`config.mk`:
```
export PLATFORM = sky130hd
export DESIGN_NAME = motor_command_controller
export DESIGN_NICKNAME = d
export VERILOG_FILES = /design/src/hw/rtl/mcc_pkg.sv /design/src/hw/rtl/mcc_frame_check.sv /design/src/hw/rtl/motor_command_controller.sv
export VERILOG_INCLUDE_DIRS = /design/src /design/src/hw/rtl
export SDC_FILE = /design/constraint.sdc
export NUM_CORES = 1
export LEC_CHECK = 0
export BUFFER_PORTS_ARGS = -buffer_cell sky130_fd_sc_hd__buf_2
export CORE_MARGIN = 2
export CORE_UTILIZATION = 40
export DETAILED_ROUTE_END_ITERATION = 10
export GPL_ROUTABILITY_DRIVEN = 0
export SYNTH_ARGS = -nofsm -noshare
export SYNTH_HDL_FRONTEND = slang
export SYNTH_HIERARCHICAL = 1
export SYNTH_SLANG_ARGS = --single-unit
```
`constraint.sdc`:
```
create_clock -name clk -period 9.05 [get_ports clk]
set_input_delay 1.3575 -clock clk [delete_from_list [all_inputs] [get_ports clk]]
set_output_delay 1.3575 -clock clk [all_outputs]
set_load 0.05 [all_outputs]
```
`src/hw/rtl/motor_command_controller_assert.svh`:
```
// assertion helpers for the motor command controller
`ifndef MOTOR_COMMAND_CONTROLLER_ASSERT_SVH
`define MOTOR_COMMAND_CONTROLLER_ASSERT_SVH

// expression must hold at every edge out of reset
`define MCC_ASSERT_ALWAYS(lbl, expr, msg) \
  lbl: assert property (@(posedge clk) disable iff (!rst_n) (expr)) else $error(msg);

// consequent must hold in the same cycle as the antecedent
`define MCC_ASSERT_IMPLY(lbl, ante, cons, msg) \
  lbl: assert property (@(posedge clk) disable iff (!rst_n) (ante) |-> (cons)) \
    else $error(msg);

`endif

```
`src/hw/rtl/mcc_pkg.sv`:
```
package mcc_pkg;

  localparam int FrameLen = 8;
  localparam int HeadLen  = FrameLen - 1;
  localparam int PosW     = $clog2(FrameLen);

  localparam int MaxSpeed = 100;
  localparam int MaxAngle = 45;

  // floor(x/100) for x up to 255*100 as (x*DutyRecip) >> DutyShift
  localparam int DutyShift = 24;
  localparam logic [17:0] DutyRecip = 18'd167773;

  localparam logic [7:0] ChZero = 8'h30;
  localparam logic [7:0] ChOne  = 8'h31;
  localparam logic [7:0] ChFour = 8'h34;
  localparam logic [7:0] ChFive = 8'h35;
  localparam logic [7:0] ChNine = 8'h39;
  localparam logic [7:0] ChB    = 8'h42;
  localparam logic [7:0] ChE    = 8'h45;
  localparam logic [7:0] ChF    = 8'h46;
  localparam logic [7:0] ChL    = 8'h4C;
  localparam logic [7:0] ChR    = 8'h52;

  typedef enum logic [1:0] {
    DIR_NONE = 2'd0,
    DIR_FWD  = 2'd1,
    DIR_BWD  = 2'd2
  } dc_dir_t;

  typedef enum logic [1:0] {
    STEP_NONE = 2'd0,
    STEP_R    = 2'd1,
    STEP_L    = 2'd2
  } step_dir_t;

  typedef logic [HeadLen-1:0][7:0] head_t;

  typedef struct packed {
    logic       valid;
    logic [6:0] speed;
    dc_dir_t    dc_dir;
    logic [5:0] steps;
    step_dir_t  step_dir;
  } frame_dec_t;

  // half-step coil sequence, nine entries so both walk directions index directly
  function automatic logic [3:0] coil_lookup(input logic [3:0] idx);
    logic [3:0] pat;
    case (idx)
      4'd0:    pat = 4'd6;
      4'd1:    pat = 4'd2;
      4'd2:    pat = 4'd3;
      4'd3:    pat = 4'd1;
      4'd4:    pat = 4'd9;
      4'd5:    pat = 4'd8;
      4'd6:    pat = 4'd12;
      4'd7:    pat = 4'd4;
      4'd8:    pat = 4'd6;
      default: pat = 4'd0;
    endcase
    return pat;
  endfunction

endpackage

```
`src/hw/rtl/mcc_frame_check.sv`:
```
module mcc_frame_check (
  input  mcc_pkg::head_t      head,
  input  logic [7:0]          last_byte,
  output mcc_pkg::frame_dec_t dec
);
  import mcc_pkg::*;

  function automatic logic is_digit(input logic [7:0] c);
    return (c >= ChZero) && (c <= ChNine);
  endfunction

  logic       fmt_ok;
  logic       angle_ok;
  logic [3:0] tens;
  logic [3:0] ones;
  logic [3:0] adig_hi;
  logic [3:0] adig_lo;
  logic [7:0] speed_raw;
  logic [6:0] angle_raw;

  assign tens    = head[1][3:0];
  assign ones    = head[2][3:0];
  assign adig_hi = head[4][3:0];
  assign adig_lo = head[5][3:0];

  always_comb begin
    fmt_ok = (last_byte == ChE)
          && (head[0] == ChZero || head[0] == ChOne)
          && is_digit(head[1]) && is_digit(head[2])
          && (head[3] == ChF || head[3] == ChB)
          && is_digit(head[4]) && is_digit(head[5])
          && (head[6] == ChR || head[6] == ChL);
    angle_ok = (head[4] < ChFour) || (head[4] == ChFour && head[5] <= ChFive);
  end

  // digits are known good when the result is used, so the low nibble is the value
  always_comb begin
    speed_raw = (head[0][0] ? 8'd100 : 8'd0)
              + {1'b0, tens, 3'b000} + {3'b000, tens, 1'b0}
              + {4'b0000, ones};
    angle_raw = {adig_hi, 3'b000} + {2'b00, adig_hi, 1'b0} + {3'b000, adig_lo};
  end

  always_comb begin
    dec.valid    = fmt_ok && angle_ok;
    dec.speed    = (speed_raw > 8'(MaxSpeed)) ? 7'(MaxSpeed) : speed_raw[6:0];
    dec.dc_dir   = (head[3] == ChF) ? DIR_FWD : DIR_BWD;
    dec.steps    = angle_raw[5:0];
    dec.step_dir = (head[6] == ChR) ? STEP_R : STEP_L;
  end

endmodule

```
`src/hw/rtl/motor_command_controller.sv`:
```
// channel | ports                                   | direction
// --------+-----------------------------------------+----------
// input   | in_valid in_ready in_req_type in_rx_byte | in
// result  | out_valid out_ready out_pwm_duty         | out
//         | out_drive_forward out_drive_backward     |
//         | out_coil_pattern out_frame_error         |
//         | out_frame_accepted                       |
// one item per cycle sustained while out_ready stays high; each result passes through
// the input register, then the result register, with one pass of frame check and duty scaling
// reset is synchronous and clears the byte position, motor settings, phase and coils
// a stalled result holds in the result register while the input register takes one more
// item; in_ready drops only when both registers are full and out_ready is low
module motor_command_controller (
  input  logic       clk,
  input  logic       rst_n,
  input  logic       in_valid,
  output logic       in_ready,
  input  logic       in_req_type,
  input  logic [7:0] in_rx_byte,
  output logic       out_valid,
  input  logic       out_ready,
  output logic [7:0] out_pwm_duty,
  output logic       out_drive_forward,
  output logic       out_drive_backward,
  output logic [3:0] out_coil_pattern,
  output logic       out_frame_error,
  output logic       out_frame_accepted
);
  import mcc_pkg::*;

  localparam logic [PosW-1:0] LastPos = PosW'(FrameLen - 1);

  // input register
  logic       in_valid_r;
  logic       in_req_r;
  logic [7:0] in_byte_r;

  // block state
  head_t           head_r;
  logic [PosW-1:0] pos_r, pos_nxt;
  logic [6:0]      speed_r, speed_nxt;
  dc_dir_t         dc_dir_r, dc_dir_nxt;
  logic [5:0]      steps_r, steps_nxt;
  step_dir_t       step_dir_r, step_dir_nxt;
  logic [2:0]      phase_r, phase_nxt;
  logic [3:0]      coil_r, coil_nxt;

  // result register
  logic       out_valid_r;
  logic [7:0] duty_r;
  logic       fwd_r;
  logic       bwd_r;
  logic [3:0] coil_out_r;
  logic       err_r;
  logic       acc_r;

  logic       advance;
  logic       frame_done;
  logic       step_fire;
  logic [3:0] coil_idx;
  logic [14:0] duty_prod;
  logic [32:0] duty_scaled;
  logic [7:0]  duty_nxt;
  frame_dec_t  dec;

  assign advance  = in_valid_r && (!out_valid_r || out_ready);
  assign in_ready = !in_valid_r || advance;

  always_ff @(posedge clk) begin
    if (!rst_n) begin
      in_valid_r <= 1'b0;
    end else if (in_ready) begin
      in_valid_r <= in_valid;
    end
  end

  always_ff @(posedge clk) begin
    if (in_ready && in_valid) begin
      in_req_r  <= in_req_type;
      in_byte_r <= in_rx_byte;
    end
  end

  mcc_frame_check u_check (
    .head      (head_r),
    .last_byte (in_byte_r),
    .dec       (dec)
  );

  assign frame_done = !in_req_r && (pos_r == LastPos);
  assign step_fire  = in_req_r && (steps_r != 6'd0)
                   && (step_dir_r == STEP_R || step_dir_r == STEP_L);
  // right walks entries one to eight, left walks seven down to zero
  assign coil_idx   = (step_dir_r == STEP_R) ? ({1'b0, phase_r} + 4'd1)
                                             : {1'b0, ~phase_r};

  always_comb begin
    pos_nxt      = pos_r;
    speed_nxt    = speed_r;
    dc_dir_nxt   = dc_dir_r;
    steps_nxt    = steps_r;
    step_dir_nxt = step_dir_r;
    phase_nxt    = phase_r;
    coil_nxt     = coil_r;
    if (!in_req_r) begin
      pos_nxt = pos_r + PosW'(1);
      if (frame_done && dec.valid) begin
        speed_nxt    = dec.speed;
        dc_dir_nxt   = dec.dc_dir;
        steps_nxt    = dec.steps;
        step_dir_nxt = dec.step_dir;
      end
    end else if (step_fire) begin
      steps_nxt = steps_r - 6'd1;
      coil_nxt  = coil_lookup(coil_idx);
      phase_nxt = phase_r + 3'd1;
    end
  end

  // duty = speed*255/100, truncated
  assign duty_prod   = {speed_nxt, 8'h00} - {8'h00, speed_nxt};
  assign duty_scaled = {18'd0, duty_prod} * {15'd0, DutyRecip};
  assign duty_nxt    = duty_scaled[DutyShift +: 8];

  always_ff @(posedge clk) begin
    if (advance && !frame_done && !in_req_r) begin
      head_r[pos_r] <= in_byte_r;
    end
  end

  always_ff @(posedge clk) begin
    if (!rst_n) begin
      pos_r      <= '0;
      speed_r    <= '0;
      dc_dir_r   <= DIR_NONE;
      steps_r    <= '0;
      step_dir_r <= STEP_NONE;
      phase_r    <= '0;
      coil_r     <= '0;
    end else if (advance) begin
      pos_r      <= pos_nxt;
      speed_r    <= speed_nxt;
      dc_dir_r   <= dc_dir_nxt;
      steps_r    <= steps_nxt;
      step_dir_r <= step_dir_nxt;
      phase_r    <= phase_nxt;
      coil_r     <= coil_nxt;
    end
  end

  always_ff @(posedge clk) begin
    if (!rst_n) begin
      out_valid_r <= 1'b0;
    end else if (advance) begin
      out_valid_r <= 1'b1;
    end else if (out_ready) begin
      out_valid_r <= 1'b0;
    end
  end

  always_ff @(posedge clk) begin
    if (advance) begin
      duty_r     <= duty_nxt;
      fwd_r      <= (dc_dir_nxt == DIR_FWD);
      bwd_r      <= (dc_dir_nxt == DIR_BWD);
      coil_out_r <= coil_nxt;
      err_r      <= frame_done && !dec.valid;
      acc_r      <= frame_done && dec.valid;
    end
  end

  assign out_valid          = out_valid_r;
  assign out_pwm_duty       = duty_r;
  assign out_drive_forward  = fwd_r;
  assign out_drive_backward = bwd_r;
  assign out_coil_pattern   = coil_out_r;
  assign out_frame_error    = err_r;
  assign out_frame_accepted = acc_r;

`include "motor_command_controller_assert.svh"

  `MCC_ASSERT_ALWAYS(a_steps_range, steps_r <= 6'(MaxAngle), "step count beyond angle limit")
  `MCC_ASSERT_ALWAYS(a_speed_range, speed_r <= 7'(MaxSpeed), "speed beyond saturation limit")
  `MCC_ASSERT_IMPLY(a_flags_excl, out_valid_r, !(err_r && acc_r), "both frame flags set")
  `MCC_ASSERT_IMPLY(a_stall_cause, !in_ready, in_valid_r && out_valid_r && !out_ready, "bad stall")

endmodule
```
### Word-level counts from Yosys, hierarchy flattened

Memories as Yosys holds them, arrays and structs flattened.
Cells that the tools add are included.

| cells by class | value |
|---|---|
| add/subtract/negate cells | 10 |
| bitwise operators | 2 |
| equality and inequality tests | 14 |
| multipliers | 1 |
| shift-type cells | 0 |
| reduce and logical (&&, ||, !) cells | 42 |
| multiplexer cells | 19 |
| div/mod/pow operators | 0 |
| order comparisons | 13 |

Operators with widths:

| cell | count |
|---|---|
| $bwmux W56 | 1 |
| $eq A8 B7 Y1 const B | 5 |
| $le A8 B6 Y1 const B | 5 |
| $ge A8 B6 Y1 const B | 4 |
| $mul A15 B18 Y32 const B | 1 |
| $mux W7 | 4 |
| $demux W8 S3 | 1 |
| $eq A8 B6 Y1 const B | 3 |
| $logic_and A1 B1 Y1 | 23 |
| $mux W6 | 3 |
| $sub A15 B7 Y15 | 1 |
| $mux W4 | 3 |
| $reduce_and A3 Y1 | 3 |
| $add A8 B4 Y8 | 1 |
| $add A8 B5 Y8 | 1 |
| $add A8 B7 Y8 | 1 |
| $gt A8 B7 Y1 const B | 1 |
| $lt A8 B6 Y1 const B | 1 |
| $mux W2 | 4 |
| $mux W8 | 1 |
| $logic_or A1 B1 Y1 | 7 |
| $add A3 B1 Y3 const B | 2 |
| $add A6 B4 Y6 | 1 |
| $add A6 B5 Y6 | 1 |
| other kinds (15) | 23 |

| storage, ports and cells | value |
|---|---|
| output and inout bits | 18 |
| memory bits (read-only) | 64 |
| memories | 1 |
| bits in registers | 110 |
| memory bits (writable) | 0 |
| latch bits | 0 |

Memories:

| name | depth | bits a word | read ports | clocked after Yosys merged registers in | write ports | RTL line | text |
|---|---|---|---|---|---|---|---|
| (no name shown) | 16 | 4 | 1 | 0 | 0 | mcc_pkg.sv:50 | `case (idx)` |

### Depth between registers and ports, before layout

| depth | value |
|---|---|
| depth in word-level cells | 15 |
| gate-level depth with buffers | 36 |
| gate-level depth less buffers | 36 |

### Cells and area by module

Netlist, hierarchy kept.

Modules (own cells, without submodules):

| module | cells an instance | area each (µm²) | instances | sequential area each (µm²) |
|---|---|---|---|---|
| motor_command_controller | 796 | 9021.2 | 1 | 3012.9 |
| mcc_frame_check | 96 | 770.7 | 1 | 0.0 |

### Worst setup path after synthesis

OpenSTA, ideal clock, no wires.

| timing | value |
|---|---|
| kind | reg2reg |
| start | reg in_byte_r[1] |
| end | reg duty_r[7] (netlist: out_pwm_duty[7]) (data pin) |
| stages on the path, launching flop included | 28 |
| path buffers | 1 |
| path slack | 202 ps |
| data arrival time | 8579 ps |
| clock period less this slack | 8848 ps |
| cell sequence | edfxtp_1 or4b_1 or4_1 a2111oi_2 nand3b_4 inv_4 buf_6 mux2i_1 ha_1 nand2_1 xnor2_1 fa_1 inv_1 fa_1 inv_1 fa_1 fa_1 fa_1 inv_1 fa_1 inv_1 ha_1 inv_1 a2111oi_0 a2111oi_2 nor3_1 o21a_1 o32ai_1 |

RTL lines:

| item | RTL line | text |
|---|---|---|
| start: declaration | motor_command_controller.sv:36 | `logic [7:0] in_byte_r;` |
| start signal: assignment | motor_command_controller.sv:80 | `in_byte_r <= in_rx_byte;` |
| end signal: assignment | motor_command_controller.sv:163 | `duty_r <= duty_nxt;` |
| end: declaration | motor_command_controller.sv:50 | `logic [7:0] duty_r;` |

==> results by stage <==
Outcome:
- The flow ran to the end, and the final reports show no timing, DRC or antenna violations.

Setup path:
- Counting stages on the worst path, the most repeated cell is sky130_fd_sc_hd__inv_1.
- STA puts the critical path data arrival time at 8.93 ns.
- The type of the worst setup path is reg -> reg.
- The critical path's top delay family is adder cells.
- The required time of the worst setup path is 9.24 ns.
- The kind of start point of the critical path is a flip-flop.
- The peak per-stage delay on the critical path is 0.53 ns.
- The highest-delay cell along the critical path is sky130_fd_sc_hd__fa_1.
- Of all nets on the critical path, the largest fanout is 6.
- The category of the worst setup path capture point is a flip-flop.
- The number of buffer and inverter instances along the worst setup path is 10.

Clocking:
- In this run, CTS created clock tree buffers numbering 9.
- The clock edge transition at the registers on the reported setup and hold paths is 0.08 ns.
- The clock tree buffer depth is 2.
- The clock reaches the later pin of the worst-skew pair after 0.36 ns.
- The clock root buffer master is sky130_fd_sc_hd__clkbuf_16.
- The CTS tree is done.
- The number of clock sinks is 110.
- In this run the number of H-tree levels came out at 3.
- Buffers inserted to repair hold after CTS numbered 0.

Global route:
- The total congestion overflow after global routing is 0.
- The via count of the first global-routing pass is 6365.
- The overall global routing resource usage is 16.54%.
- Entering global routing, the biggest net connects 30 pins.
- The first-pass GRT wire length is 33520 um.
- The initial antenna violation count is 0.

Route:
- The first TritonRoute pass finished after 5 iterations.
- After detailed routing, the number of remaining DRC violations is 0.
- The final wirelength is 20590 um.
- In the final routed layout, each cell accounts on average for 15.85 um.
- The count of antenna-violating nets left after detailed routing is 0.
- The via total after detailed routing is 6366.
- In the routed layout, each cell is associated on average with a via count of 4.901.
- The detailed router finished its first iteration with 339 violations.

Cells and area:
- The multi-input combinational cell area is 6399 um2.
- The number of fillers in the final layout is 2223.
- 0 antenna diodes ended up in the layout.
- Of the cells placed in the final design, the portion with a size suffix greater than 1 is 16.72%.
- Relative to the synthesized area, the layout overhead comes to 15.81%.
- In the final design database the tool counted 1223 nets.
- Summing all non-filler instances in the final layout gives an area of 11340 um2.
- The area taken by flip-flops and latches is 3013 um2.

Yosys:
- The synthesized design contains 81 enable-type register cells.
- The gate count of the mapped netlist is 892.
- The most used flip-flop cell after synthesis is sky130_fd_sc_hd__edfxtp_1.
- For this run, the register share of the synthesized area comes to 30.77%.
- The distinct cell type count of the synthesized netlist is 70.
- In this run, synthesis produced a sequential element count of 110.
- The mean area per synthesized cell is 10.98 um2.
- The share of flip-flops with an asynchronous set or reset after synthesis is 0%.
- The number of nets handed over by synthesis was 1145.
- Yosys printed 6 warnings.
- The combined area of all synthesized cells is 9792 um2.

Timing:
- Setup total negative slack on the finished layout was measured at 0 ns.
- The ratio of final minimum period to clock period is 96.61%.
- The pin slew with the least headroom to its limit is 0.8992 ns.
- The worst slew margin relative to its limit is 39.99%.
- The maximum clock frequency is 114.4 MHz.
- The final hold slack is 0.4742 ns.
- The number of hold violations in the final report is 0.
- For the final database, setup skew stands at 0.01593 ns.
- The post-route minimum period is 8.743 ns.
- Once routing completed, OpenROAD measured the worst setup slack at 0.3066 ns.
- The final count of pins violating max slew is 0.
- The total of endpoints with negative setup slack in the final report is 0.

Floorplan:
- For this design the top-level I/O count stands at 31.
- The die covers 25750 um2.
- The die is 160.5 um wide.
- The die is 160.5 um tall.
- The floorplan has 57 rows.
- The region available for standard cell placement spans 24180 um2.
- The initial standard-cell utilization of the core is 40.50%.

Power and ir drop:
- The worst voltage drop across the vdd grid is 0.1371 mV.
- The clock network power share is 40.1%.
- The power per unit of standard cell area is 89.27 nW/um2.
- The part of the total power dissipated in sequential elements is 54.8%.
- In this run the power spent charging and discharging nets is 0.2462 mW.
- The logic gate share of total power is 5.2%.
- In this run switching power makes up 24.33% of total power.
- The analysis attributes to cell leakage a power of 5.666 nW.
- The internal power contribution is 0.7660 mW.

Worst hold path:
- The class of the worst hold path is reg -> reg.

Place:
- Buffers placed on the I/O ports in this run total 30.
- OpenSTA, run right after detailed placement, puts the worst setup slack at -0.1630 ns.
- The cell area reported after detailed placement is 10580 um2.
- The detailed placement HPWL is 16990 um.

Run:
- Max-cap violations in this run came to 0.
through the flow:
| stage | utilization (%) | power (mW) | std cells |
|---|---|---|---|
| final | 46.90 | 1.012 | 1299 |
| after detailed placement | 43.77 | 0.6144 | 1274 |
| after floorplan | - | 0.5957 | 892 |
| after global routing | 46.90 | 1.049 | 1299 |
| after CTS | 45.28 | 1.020 | 1290 |
| after global placement | 43.77 | 0.6146 | 1274 |
worst paths after layout:
kind                                             start                        end  slack [ns]  depth (start not counted)
worst min register to register  coil_r[1]$_SDFFE_PN0P_     coil_r[1]$_SDFFE_PN0P_        0.47                          2
worst max-delay path               head_r[0]$_DFFE_PP_  out_pwm_duty[7]$_DFFE_PP_        0.31                         35
worst max register to register     head_r[0]$_DFFE_PP_  out_pwm_duty[7]$_DFFE_PP_        0.31                         35
worst min-delay path            coil_r[1]$_SDFFE_PN0P_     coil_r[1]$_SDFFE_PN0P_        0.47                          2
metal layers:
layer / global-route usage [%] / up-vias / routed length (um)
met2: 27.23 / 98 / 9995
met3: 2.815 / 6 / 676
li1: - / 3174 / -
met1: 23.73 / 3088 / 9838
met4: 1.843 / 0 / 76
met5: 0 / - / 0
sequential cells by signal, indices dropped and copies added, names as in the netlist:
register,flops
in_byte_r,8
out_valid,1
out_drive_forward,1
phase_r,3
in_valid_r,1
out_pwm_duty,8
dc_dir_r,2
out_coil_pattern,4
step_dir_r,2
pos_r,3
coil_r,4
in_req_r,1
out_frame_error,1
steps_r,6
out_drive_backward,1
speed_r,7
head_r,56
out_frame_accepted,1
cells by family after synthesis:
kind of cell	Yosys count	synth area share, %
adder cells (fa/ha/maj)	240	37.95
multiplexers	27	2.901
AND/OR/NAND/NOR	189	10.63
XOR/XNOR	24	2.287
flip-flops	110	30.77
AO/OA/AOI/OAI	108	7.871
buffers and inverters	194	7.590
cell usage in the layout (no fill, tap or decap), types with 4 or more instances in the layout:
master,instances
sky130_fd_sc_hd__a31oi_1,4
sky130_fd_sc_hd__nand2_1,39
sky130_fd_sc_hd__o21ai_0,24
sky130_fd_sc_hd__xor2_1,7
sky130_fd_sc_hd__a21o_1,10
sky130_fd_sc_hd__buf_2,30
sky130_fd_sc_hd__o21ai_1,5
sky130_fd_sc_hd__nor2b_1,19
sky130_fd_sc_hd__xnor2_1,9
sky130_fd_sc_hd__dfxtp_1,29
sky130_fd_sc_hd__nand2b_1,8
sky130_fd_sc_hd__buf_4,46
sky130_fd_sc_hd__nor4b_1,6
sky130_fd_sc_hd__or2_2,7
sky130_fd_sc_hd__xnor2_2,4
sky130_fd_sc_hd__ha_2,4
sky130_fd_sc_hd__mux2i_1,19
sky130_fd_sc_hd__a211oi_2,5
sky130_fd_sc_hd__a2111oi_4,4
sky130_fd_sc_hd__nor2_1,45
sky130_fd_sc_hd__fa_1,92
sky130_fd_sc_hd__o211a_1,4
sky130_fd_sc_hd__edfxtp_1,81
sky130_fd_sc_hd__o21a_1,6
sky130_fd_sc_hd__ha_4,4
sky130_fd_sc_hd__and2_1,7
sky130_fd_sc_hd__inv_1,182
sky130_fd_sc_hd__clkbuf_16,9
sky130_fd_sc_hd__nand4_1,5
sky130_fd_sc_hd__nor3_1,8
sky130_fd_sc_hd__a21oi_1,13
sky130_fd_sc_hd__ha_1,137
sky130_fd_sc_hd__nand3_1,10
cell type report:
| cell class | count | area share (%) |
|---|---|---|
| timing repair buffer | 77 | 4.546 |
| clock inverter | 7 | 0.7834 |
| sequential | 110 | 26.57 |
| multi-input combinational | 588 | 56.43 |
| tap | 324 | 3.575 |
| clock buffer | 9 | 1.986 |
| inverter | 184 | 6.113 |
power groups by stage:
stage                     clock [mW]  combinational (mW)  sequential, mW
final                          0.406              0.0523           0.554
after global routing           0.437              0.0565           0.556
after CTS                      0.416              0.0489           0.554
after detailed placement           0              0.0484           0.566
after global placement             0              0.0484           0.566
after floorplan                    0              0.0175           0.578
what timing repair did:
item | 4_1_cts | 5_1_grt
endpoints found under the setup margin | 4 | 8
endpoints found under the hold margin | 0 | 0
setup buffers | 0 | 9
pin swaps | 0 | 21
gates resized for setup | 9 | 54
tightest hold or removal path, cell delays in order (launching register included):
cell and delay [ns]:
sky130_fd_sc_hd__dfxtp_1 0.31, sky130_fd_sc_hd__nand2_1 0.05, sky130_fd_sc_hd__a21boi_0 0.07
Yosys cell counts, types with 4 or more instances:
| master | n | area share, % |
|---|---|---|
| sky130_fd_sc_hd__nor2b_1 | 19 | 1.2 |
| sky130_fd_sc_hd__nor3_1 | 10 | 0.51 |
| sky130_fd_sc_hd__or2_2 | 7 | 0.45 |
| sky130_fd_sc_hd__a21o_1 | 10 | 0.77 |
| sky130_fd_sc_hd__nand2b_1 | 9 | 0.57 |
| sky130_fd_sc_hd__inv_1 | 183 | 7.0 |
| sky130_fd_sc_hd__clkbuf_1 | 7 | 0.27 |
| sky130_fd_sc_hd__a21oi_1 | 16 | 0.82 |
| sky130_fd_sc_hd__edfxtp_1 | 81 | 25 |
| sky130_fd_sc_hd__xor2_1 | 10 | 0.89 |
| sky130_fd_sc_hd__fa_1 | 95 | 19 |
| sky130_fd_sc_hd__ha_1 | 145 | 19 |
| sky130_fd_sc_hd__nor4b_1 | 6 | 0.54 |
| sky130_fd_sc_hd__mux2i_1 | 20 | 2.0 |
| sky130_fd_sc_hd__a31oi_1 | 5 | 0.32 |
| sky130_fd_sc_hd__and2_1 | 8 | 0.51 |
| sky130_fd_sc_hd__dfxtp_1 | 29 | 5.9 |
| sky130_fd_sc_hd__nand4_1 | 5 | 0.32 |
| sky130_fd_sc_hd__o21a_1 | 6 | 0.46 |
| sky130_fd_sc_hd__o211a_1 | 4 | 0.41 |
| sky130_fd_sc_hd__nor4_1 | 4 | 0.26 |
| sky130_fd_sc_hd__xnor2_1 | 13 | 1.2 |
| sky130_fd_sc_hd__nand3_1 | 11 | 0.56 |
| sky130_fd_sc_hd__nand2_1 | 39 | 1.5 |
| sky130_fd_sc_hd__a211oi_1 | 6 | 0.46 |
| sky130_fd_sc_hd__nor2_1 | 46 | 1.8 |
| sky130_fd_sc_hd__o21ai_0 | 27 | 1.4 |
(Power assumes the default switching activity.)
